**config.mk**
```make
export PLATFORM = sky130hd
export DESIGN_NAME = scalar_keyframe_interpolator
export DESIGN_NICKNAME = d
export VERILOG_FILES = /design/src/ski_pkg.sv /design/src/scalar_keyframe_interpolator.sv
export SDC_FILE = /design/constraint.sdc
export NUM_CORES = 2
export LEC_CHECK = 0
export BUFFER_PORTS_ARGS = -buffer_cell sky130_fd_sc_hd__buf_2
export CAP_MARGIN = 10
export CORE_ASPECT_RATIO = 1.4
export CORE_MARGIN = 5
export CORE_UTILIZATION = 60
export CTS_BUF_LIST = sky130_fd_sc_hd__clkbuf_4
export DETAILED_ROUTE_END_ITERATION = 6
export GPL_ROUTABILITY_DRIVEN = 0
export PLACE_DENSITY = 0.85
export SYNTH_ARGS = -nofsm -noshare
export SYNTH_HDL_FRONTEND = slang
export SYNTH_SLANG_ARGS = --single-unit
```
**constraint.sdc**
```tcl
create_clock -name i_clk -period 12 [get_ports i_clk]
set_clock_uncertainty 0.05 [all_clocks]
set_input_delay 1.2 -clock i_clk [delete_from_list [all_inputs] [get_ports i_clk]]
set_output_delay 1.2 -clock i_clk [all_outputs]
set_load 0.05 [all_outputs]
```
**src/ski_pkg.sv**
```systemverilog
// Shared types and constants for the scalar keyframe interpolator.
// No dependencies; imported by the top level and its checker.
package ski_pkg;

    // Table geometry
    localparam int MAX_KEYS = 16;
    localparam int IDX_W    = $clog2(MAX_KEYS);
    localparam int CNT_W    = 5;

    // Operation codes
    typedef enum logic {
        OP_INSERT = 1'b0,
        OP_SAMPLE = 1'b1
    } t_op;

    // Result status codes
    typedef enum logic [1:0] {
        ST_OK    = 2'd0,
        ST_FULL  = 2'd1,
        ST_EMPTY = 2'd2
    } t_status;

    // Input word
    typedef struct packed {
        logic               op;
        logic        [31:0] key_time;
        logic signed [31:0] key_value;
    } t_in_word;

    // Output word
    typedef struct packed {
        logic signed [31:0] sample_value;
        logic        [1:0]  status;
        logic [CNT_W-1:0]   key_count;
    } t_out_word;

endpackage

```
**src/scalar_keyframe_interpolator.sv**
```systemverilog
// Scalar keyframe interpolator: sorted keyframe table with linear sampling.
// Depends on ski_pkg.
//
// Usage:
//   Input channel (i_in_valid / o_in_ready / i_in_word) takes one word per
//   operation: insert a keyframe (op 0) or sample the track at a time (op 1).
//   Output channel (o_out_valid / i_out_ready / o_out_word) returns exactly
//   one word per input word, in order.
//   Inserts walk the table downward from the top, moving each later key up
//   by one slot, with a read state and a check state per key.
//   Samples check the first and last keys, then walk upward to the enclosing
//   interval (a read state and a check state per key, set by the registered
//   table read), then a 32x32 multiply and a restoring divider. End clamps
//   finish at the first or last key check, a dropped insert or an
//   empty-table sample straight from idle.
//   One operation is in flight at a time; o_in_ready is high only when idle.
//   The result sits in an output register; if the receiver stalls, the
//   block holds the word and waits to load the next one until it is taken.
//   Reset empties the table (key count zero) and clears the output valid
//   and r_fin; table contents are not cleared and no clearing pass is run.
module scalar_keyframe_interpolator
    import ski_pkg::*;
(
    input  logic      i_clk,
    input  logic      i_rst_n,
    input  logic      i_in_valid,
    output logic      o_in_ready,
    input  t_in_word  i_in_word,
    output logic      o_out_valid,
    input  logic      i_out_ready,
    output t_out_word o_out_word
);

    typedef enum logic [11:0] {
        S_IDLE      = 12'b0000_0000_0001,
        S_INS_RD    = 12'b0000_0000_0010,
        S_INS_CHK   = 12'b0000_0000_0100,
        S_INS_PUT   = 12'b0000_0000_1000,
        S_FIRST_RD  = 12'b0000_0001_0000,
        S_FIRST_CHK = 12'b0000_0010_0000,
        S_LAST_RD   = 12'b0000_0100_0000,
        S_LAST_CHK  = 12'b0000_1000_0000,
        S_SCAN_RD   = 12'b0001_0000_0000,
        S_SCAN_CHK  = 12'b0010_0000_0000,
        S_MUL       = 12'b0100_0000_0000,
        S_DIV       = 12'b1000_0000_0000
    } t_state;

    // S_FIN is folded into a flag so the enum stays one-hot over work states
    t_state           r_state, n_state;
    logic             r_fin, n_fin;
    logic             r_op, n_op;
    logic [31:0]      r_t, n_t;
    logic [31:0]      r_v, n_v;
    logic [IDX_W-1:0] r_idx, n_idx;
    logic [CNT_W-1:0] r_count, n_count;
    logic [31:0]      r_lo_t, n_lo_t;
    logic [31:0]      r_lo_v, n_lo_v;
    logic             r_neg, n_neg;
    logic [31:0]      r_mag, n_mag;
    logic [31:0]      r_off, n_off;
    logic [31:0]      r_span, n_span;
    logic [31:0]      r_rem, n_rem;
    logic [31:0]      r_quo, n_quo;
    logic [4:0]       r_step, n_step;
    logic [31:0]      r_res, n_res;
    logic [1:0]       r_status, n_status;
    logic             r_out_valid, n_out_valid;
    t_out_word        r_out, n_out;

    // Keyframe table, one write and one registered read per cycle
    logic [31:0]      r_mem_t [MAX_KEYS];
    logic [31:0]      r_mem_v [MAX_KEYS];
    logic [31:0]      r_rd_t, r_rd_v;
    logic             mem_we;
    logic [IDX_W-1:0] mem_wa;
    logic [31:0]      mem_wt, mem_wv;

    // Shared datapath pieces
    logic [32:0]      dv;
    logic [63:0]      prod;
    logic [33:0]      trial;
    logic [IDX_W-1:0] idx_up;
    logic             in_acc;
    logic             out_load;

    always_ff @(posedge i_clk) begin
        if (mem_we) begin
            r_mem_t[mem_wa] <= mem_wt;
            r_mem_v[mem_wa] <= mem_wv;
        end
        r_rd_t <= r_mem_t[r_idx];
        r_rd_v <= r_mem_v[r_idx];
    end

    assign o_in_ready = (r_state == S_IDLE) && !r_fin;
    assign in_acc     = i_in_valid && o_in_ready;
    assign out_load   = r_fin && (!r_out_valid || i_out_ready);
    assign idx_up     = r_idx + IDX_W'(1);

    // Value delta, product and one restoring divide step
    assign dv    = {r_rd_v[31], r_rd_v} - {r_lo_v[31], r_lo_v};
    assign prod  = r_mag * r_off;
    assign trial = {1'b0, r_rem, r_quo[31]} - {2'b00, r_span};

    // Sequencer
    always_comb begin
        n_state  = r_state;
        n_fin    = r_fin;
        n_op     = r_op;
        n_t      = r_t;
        n_v      = r_v;
        n_idx    = r_idx;
        n_count  = r_count;
        n_lo_t   = r_lo_t;
        n_lo_v   = r_lo_v;
        n_neg    = r_neg;
        n_mag    = r_mag;
        n_off    = r_off;
        n_span   = r_span;
        n_rem    = r_rem;
        n_quo    = r_quo;
        n_step   = r_step;
        n_res    = r_res;
        n_status = r_status;
        mem_we   = 1'b0;
        mem_wa   = r_idx;
        mem_wt   = r_t;
        mem_wv   = r_v;

        case (r_state)
            S_IDLE: begin
                if (in_acc) begin
                    n_op     = i_in_word.op;
                    n_t      = i_in_word.key_time;
                    n_v      = i_in_word.key_value;
                    n_res    = '0;
                    n_status = ST_OK;
                    if (i_in_word.op == OP_INSERT) begin
                        if (r_count == CNT_W'(MAX_KEYS)) begin
                            n_status = ST_FULL;
                            n_fin    = 1'b1;
                        end else if (r_count == '0) begin
                            n_idx   = '0;
                            n_state = S_INS_PUT;
                        end else begin
                            n_idx   = IDX_W'(r_count - CNT_W'(1));
                            n_state = S_INS_RD;
                        end
                    end else begin
                        if (r_count == '0) begin
                            n_status = ST_EMPTY;
                            n_fin    = 1'b1;
                        end else begin
                            n_idx   = '0;
                            n_state = S_FIRST_RD;
                        end
                    end
                end
            end
            S_INS_RD: begin
                n_state = S_INS_CHK;
            end
            // Move later keys up one slot until a key at or below the new time, then store the new key above it
            S_INS_CHK: begin
                mem_we = 1'b1;
                mem_wa = idx_up;
                if (r_rd_t > r_t) begin
                    mem_wt = r_rd_t;
                    mem_wv = r_rd_v;
                    if (r_idx == '0) begin
                        n_state = S_INS_PUT;
                    end else begin
                        n_idx   = r_idx - IDX_W'(1);
                        n_state = S_INS_RD;
                    end
                end else begin
                    n_state = S_IDLE;
                    n_fin   = 1'b1;
                end
            end
            S_INS_PUT: begin
                mem_we  = 1'b1;
                n_state = S_IDLE;
                n_fin   = 1'b1;
            end
            S_FIRST_RD: begin
                n_state = S_FIRST_CHK;
            end
            // Clamp at or before the first key
            S_FIRST_CHK: begin
                n_lo_t = r_rd_t;
                n_lo_v = r_rd_v;
                if (r_t <= r_rd_t) begin
                    n_res   = r_rd_v;
                    n_state = S_IDLE;
                    n_fin   = 1'b1;
                end else begin
                    n_idx   = IDX_W'(r_count - CNT_W'(1));
                    n_state = S_LAST_RD;
                end
            end
            S_LAST_RD: begin
                n_state = S_LAST_CHK;
            end
            // Clamp at or after the last key
            S_LAST_CHK: begin
                if (r_t >= r_rd_t) begin
                    n_res   = r_rd_v;
                    n_state = S_IDLE;
                    n_fin   = 1'b1;
                end else begin
                    n_idx   = IDX_W'(1);
                    n_state = S_SCAN_RD;
                end
            end
            S_SCAN_RD: begin
                n_state = S_SCAN_CHK;
            end
            // Walk up to the first key at or above the sample time
            S_SCAN_CHK: begin
                if (r_t <= r_rd_t) begin
                    n_span  = r_rd_t - r_lo_t;
                    n_off   = r_t - r_lo_t;
                    n_neg   = dv[32];
                    n_mag   = dv[32] ? 32'(-dv) : dv[31:0];
                    n_state = S_MUL;
                end else begin
                    n_lo_t  = r_rd_t;
                    n_lo_v  = r_rd_v;
                    n_idx   = idx_up;
                    n_state = S_SCAN_RD;
                end
            end
            // High half is below the span, so 32 steps give the quotient
            S_MUL: begin
                n_rem   = prod[63:32];
                n_quo   = prod[31:0];
                n_step  = '0;
                n_state = S_DIV;
            end
            S_DIV: begin
                n_quo = {r_quo[30:0], ~trial[33]};
                n_rem = trial[33] ? {r_rem[30:0], r_quo[31]} : trial[31:0];
                n_step = r_step + 5'd1;
                if (r_step == 5'd31) begin
                    n_state = S_IDLE;
                    n_fin   = 1'b1;
                    n_res   = r_neg ? (r_lo_v - {r_quo[30:0], ~trial[33]})
                                    : (r_lo_v + {r_quo[30:0], ~trial[33]});
                end
            end
            default: begin
                n_state = S_IDLE;
            end
        endcase

        // Hand the finished word to the output register and count a successful insert
        if (out_load) begin
            n_fin = 1'b0;
            if (r_op == OP_INSERT && r_status == ST_OK) begin
                n_count = r_count + CNT_W'(1);
            end
        end
    end

    // Output register
    always_comb begin
        n_out_valid = r_out_valid;
        n_out       = r_out;
        if (o_out_valid && i_out_ready) begin
            n_out_valid = 1'b0;
        end
        if (out_load) begin
            n_out_valid          = 1'b1;
            n_out.sample_value   = r_res;
            n_out.status         = r_status;
            n_out.key_count      = n_count;
        end
    end

    // Control state
    always_ff @(posedge i_clk) begin
        if (!i_rst_n) begin
            r_state     <= S_IDLE;
            r_fin       <= 1'b0;
            r_count     <= '0;
            r_out_valid <= 1'b0;
        end else begin
            r_state     <= n_state;
            r_fin       <= n_fin;
            r_count     <= n_count;
            r_out_valid <= n_out_valid;
        end
    end

    // Payload registers
    always_ff @(posedge i_clk) begin
        r_op     <= n_op;
        r_t      <= n_t;
        r_v      <= n_v;
        r_idx    <= n_idx;
        r_lo_t   <= n_lo_t;
        r_lo_v   <= n_lo_v;
        r_neg    <= n_neg;
        r_mag    <= n_mag;
        r_off    <= n_off;
        r_span   <= n_span;
        r_rem    <= n_rem;
        r_quo    <= n_quo;
        r_step   <= n_step;
        r_res    <= n_res;
        r_status <= n_status;
        r_out    <= n_out;
    end

    assign o_out_valid = r_out_valid;
    assign o_out_word  = r_out;

endmodule

```
==> impl_metrics.tcl <==
set metrics [dict create \
    numCtsBuffers 321 \
    synthMuxAreaShare 0.0824 \
    drv_cap 0 \
    yosys.area_share.simple 0.0939 \
    hpwlAfterDp_mm 169 \
    drt_iter0_drc 6418 \
    die_w_um 350 \
    wire_per_inst_um 24.6 \
    core-area_mm2 0.161 \
    design_area_mm2 0.104 \
    clock_sinks 1479 \
    die-area_mm2 0.170 \
    synth_top_family_by_area "adder cells" \
    routed_wl_mm 248 \
    placementRows 174 \
    final.fill_count 10700 \
    place_area_mm2 0.100 \
    vias 63100 \
    drc 9 \
    post_cts_resized 0 \
    cts.htree.levels 5 \
    cts_tree "built" \
    setup_viol 0 \
    pin_count 110 \
    rsz0062_at_grt "no" \
    grt_overflow 0 \
    holdCritPathClass "input port to register" \
    drv_slew 0 \
    power_density_mw_per_mm2 145 \
    root_buffer "clkbuf_4" \
    critPathArrivalTime_ns 10.46 \
    grt_first_pass_wirelength_mm 384 \
    ys.flop_type "edfxtp_1" \
    clkTransAtPathRegs_ns 0.07 \
    syn_to_final_growth_pct 7.31 \
    final.setup.tns_ns 0 \
    grt_usage 0.295 \
    regArea_mm2 0.0436 \
    port_buffers 109 \
    synth_xor_area_frac 0.0231 \
    period_share 0.799 \
    syn_inst 7491 \
    syn-num-nets 8924 \
    violations "design-rule violations" \
    fin_nets 9144 \
    criticalPathCategory "register to register" \
    yosys_register_bits 1479 \
    synth_edf_count 1396 \
    seq_area_frac_synth 0.448 \
    total_leakage_power_nw 42.0 \
    ys.warnings.count 0 \
    end_kind "register" \
    die_y_um 486 \
    status "complete, but fails checks" \
    grt_antenna_before_repair 14 \
    required_ns 12.87 \
    relSlewSlack 0.0700 \
    firstDrtPassIters 7 \
    synth_adder_area_share 0.245 \
    ir_drop_mv 0.313 \
    synthDistinctLibCells 89 \
    start_kind "register" \
    grt_max_degree 141 \
    grt_pass1_vias 68800 \
    clock_path_buffers 4 \
    hold_violations 0 \
    viasPerCell 6.27 \
    multiInputGateArea_mm2 0.0487 \
    initial_core_util 0.605 \
    insertion_delay_ns 1.23 \
    synth-compound-area-share 0.0541 \
    netlist_area_mm2 0.0973 \
    synthArstFlopShare 0 \
    avgSynthCellArea_um2 13.0 \
    period_minus_slack_ns 9.59 \
    drive_gt1_frac 0.143 \
    clock.fmax_ghz 0.104 \
    worstMarginPinSlew_ns 1.39 \
    drtAntennaViolNets 0 \
    crit_fanout 32 \
]
report_power, final:
part | switching, mW | internal, mW
registers | 0.403 | 6.39
clock network | 1.95 | 1.82
logic | 2.60 | 1.94
total | 4.95 | 10.2
cell type report:
| cell class | instances | share of cell area |
|---|---|---|
| Multi-Input combinational cell | 4631 | 0.466 |
| Sequential cell | 1479 | 0.418 |
| Inverter | 1048 | 0.0377 |
| Clock buffer | 449 | 0.0323 |
| Tap cell | 2112 | 0.0253 |
| Timing Repair Buffer | 230 | 0.0155 |
| Clock inverter | 110 | 0.00530 |
| Antenna cell | 7 | 0.000168 |
layer usage:
layer  share of wire  vias to the layer above  track usage
li1                -                    26300            -
met1            0.32                    31500        0.329
met2            0.52                     4077        0.519
met3           0.098                     1199       0.0636
met4           0.070                        6        0.181
met5         0.00017                        -            0
state kept, by name (all words and copies together) (netlist names), 32 cells and up:
name / flops
r_rd_t: 32
r_lo_v: 32
r_mem_t: 512
r_t: 32
r_res: 32
o_out_word: 39
r_mem_v: 512
r_v: 32
r_rd_v: 32
r_lo_t: 32
r_rem: 32
r_off: 32
r_quo: 32
r_span: 32
r_mag: 32
critical path, cell delays in order, from the launching register on:
cell      delay (ns)
edfxtp_1        1.23
and2_1          0.28
fa_1            0.43
fa_1            0.53
inv_1           0.05
fa_1            0.46
fa_1            0.51
inv_1           0.05
fa_1            0.57
fa_1            0.44
fa_1            0.52
inv_1           0.06
fa_1            0.48
inv_1           0.05
ha_1            0.43
nand2_1         0.21
nor2_1          0.26
nand3_1         0.29
nor2_1          0.16
o311ai_0        0.38
a211oi_1        0.63
o21ai_0         0.23
a211oi_1        0.41
o31ai_1         0.14
a21oi_1         0.22
o211a_1         0.16
nor2_1          0.04
cell usage after synthesis (all sizes together), types with 14 or more instances:
| library cell | count | share of area |
|---|---|---|
| a211oi | 29 | 0.0024 |
| a21o | 112 | 0.0086 |
| a21oi | 238 | 0.012 |
| a31oi | 29 | 0.0020 |
| and2 | 615 | 0.040 |
| and3 | 25 | 0.0016 |
| buf | 45 | 0.0019 |
| clkbuf | 288 | 0.011 |
| dfxtp | 83 | 0.017 |
| edfxtp | 1396 | 0.43 |
| fa | 901 | 0.19 |
| ha | 463 | 0.060 |
| inv | 1045 | 0.040 |
| mux2 | 63 | 0.0073 |
| mux4 | 320 | 0.074 |
| nand2 | 645 | 0.025 |
| nand2b | 36 | 0.0023 |
| nand3 | 43 | 0.0022 |
| nand4 | 26 | 0.0017 |
| nor2 | 220 | 0.0085 |
| nor2b | 42 | 0.0027 |
| nor3 | 63 | 0.0035 |
| nor4 | 14 | 0.00090 |
| o211ai | 14 | 0.0011 |
| o21a | 38 | 0.0029 |
| o21ai | 169 | 0.0087 |
| o21bai | 38 | 0.0029 |
| o31ai | 17 | 0.0014 |
| or3 | 17 | 0.0011 |
| xnor2 | 184 | 0.017 |
| xor2 | 70 | 0.0063 |
cell families after synthesis:
group                      after synthesis
muxes                                  393
and+or+nand+nor                       1804
AOI/OAI and AO/OA                      815
DFF                                   1479
adders and majority gates             1364
buffers and inverters                 1381
xor gates and xnor gates               255
cell usage in the layout, fill, tap and decap left out, types with 87 or more instances in the layout:
cell type and count:
xnor2_1 184, nand2_1 644, fa_1 901, and2_1 614, nor2_1 205, edfxtp_1 1396, a21oi_1 237, mux4_2 320
clkbuf_4 449, buf_4 87, ha_1 463, a21o_1 112, o21ai_0 162, inv_1 1044, buf_2 110
path summary, 6_finish.rpt:
kind,slack (ns),cells past startpoint,end,start
hold / removal,0.11,1,r_t[25],i_in_word[57]
setup / recovery,2.41,26,r_rem[28],r_off[14]
hold reg to reg,0.37,0,o_out_word[25],r_res[18]
setup reg to reg,2.41,26,r_rem[28],r_off[14]
repair_timing:
action / in CTS / in global routing
buffers inserted: 0 / 0
hold buffers: 28 / 0
endpoints found under the hold margin: 28 / 0
endpoints found under the setup margin: 0 / 0
stage by stage:
step           instances   util  setup slack, ns  hold slack [ns]  power [mW]
2_1_floorplan       7491      -             4.45            0.350        10.0
3_5_place_dp        9468  0.622             2.66            0.355        11.3
5_1_grt            10100  0.649             2.22           0.0403        15.8
4_1_cts            10100  0.648             2.62         0.000576        15.1
3_3_place_gp        9467  0.622             2.73            0.354        11.1
6_report           10100  0.649             2.41            0.113        15.1
No activity file was read; power rests on OpenSTA's default activity.
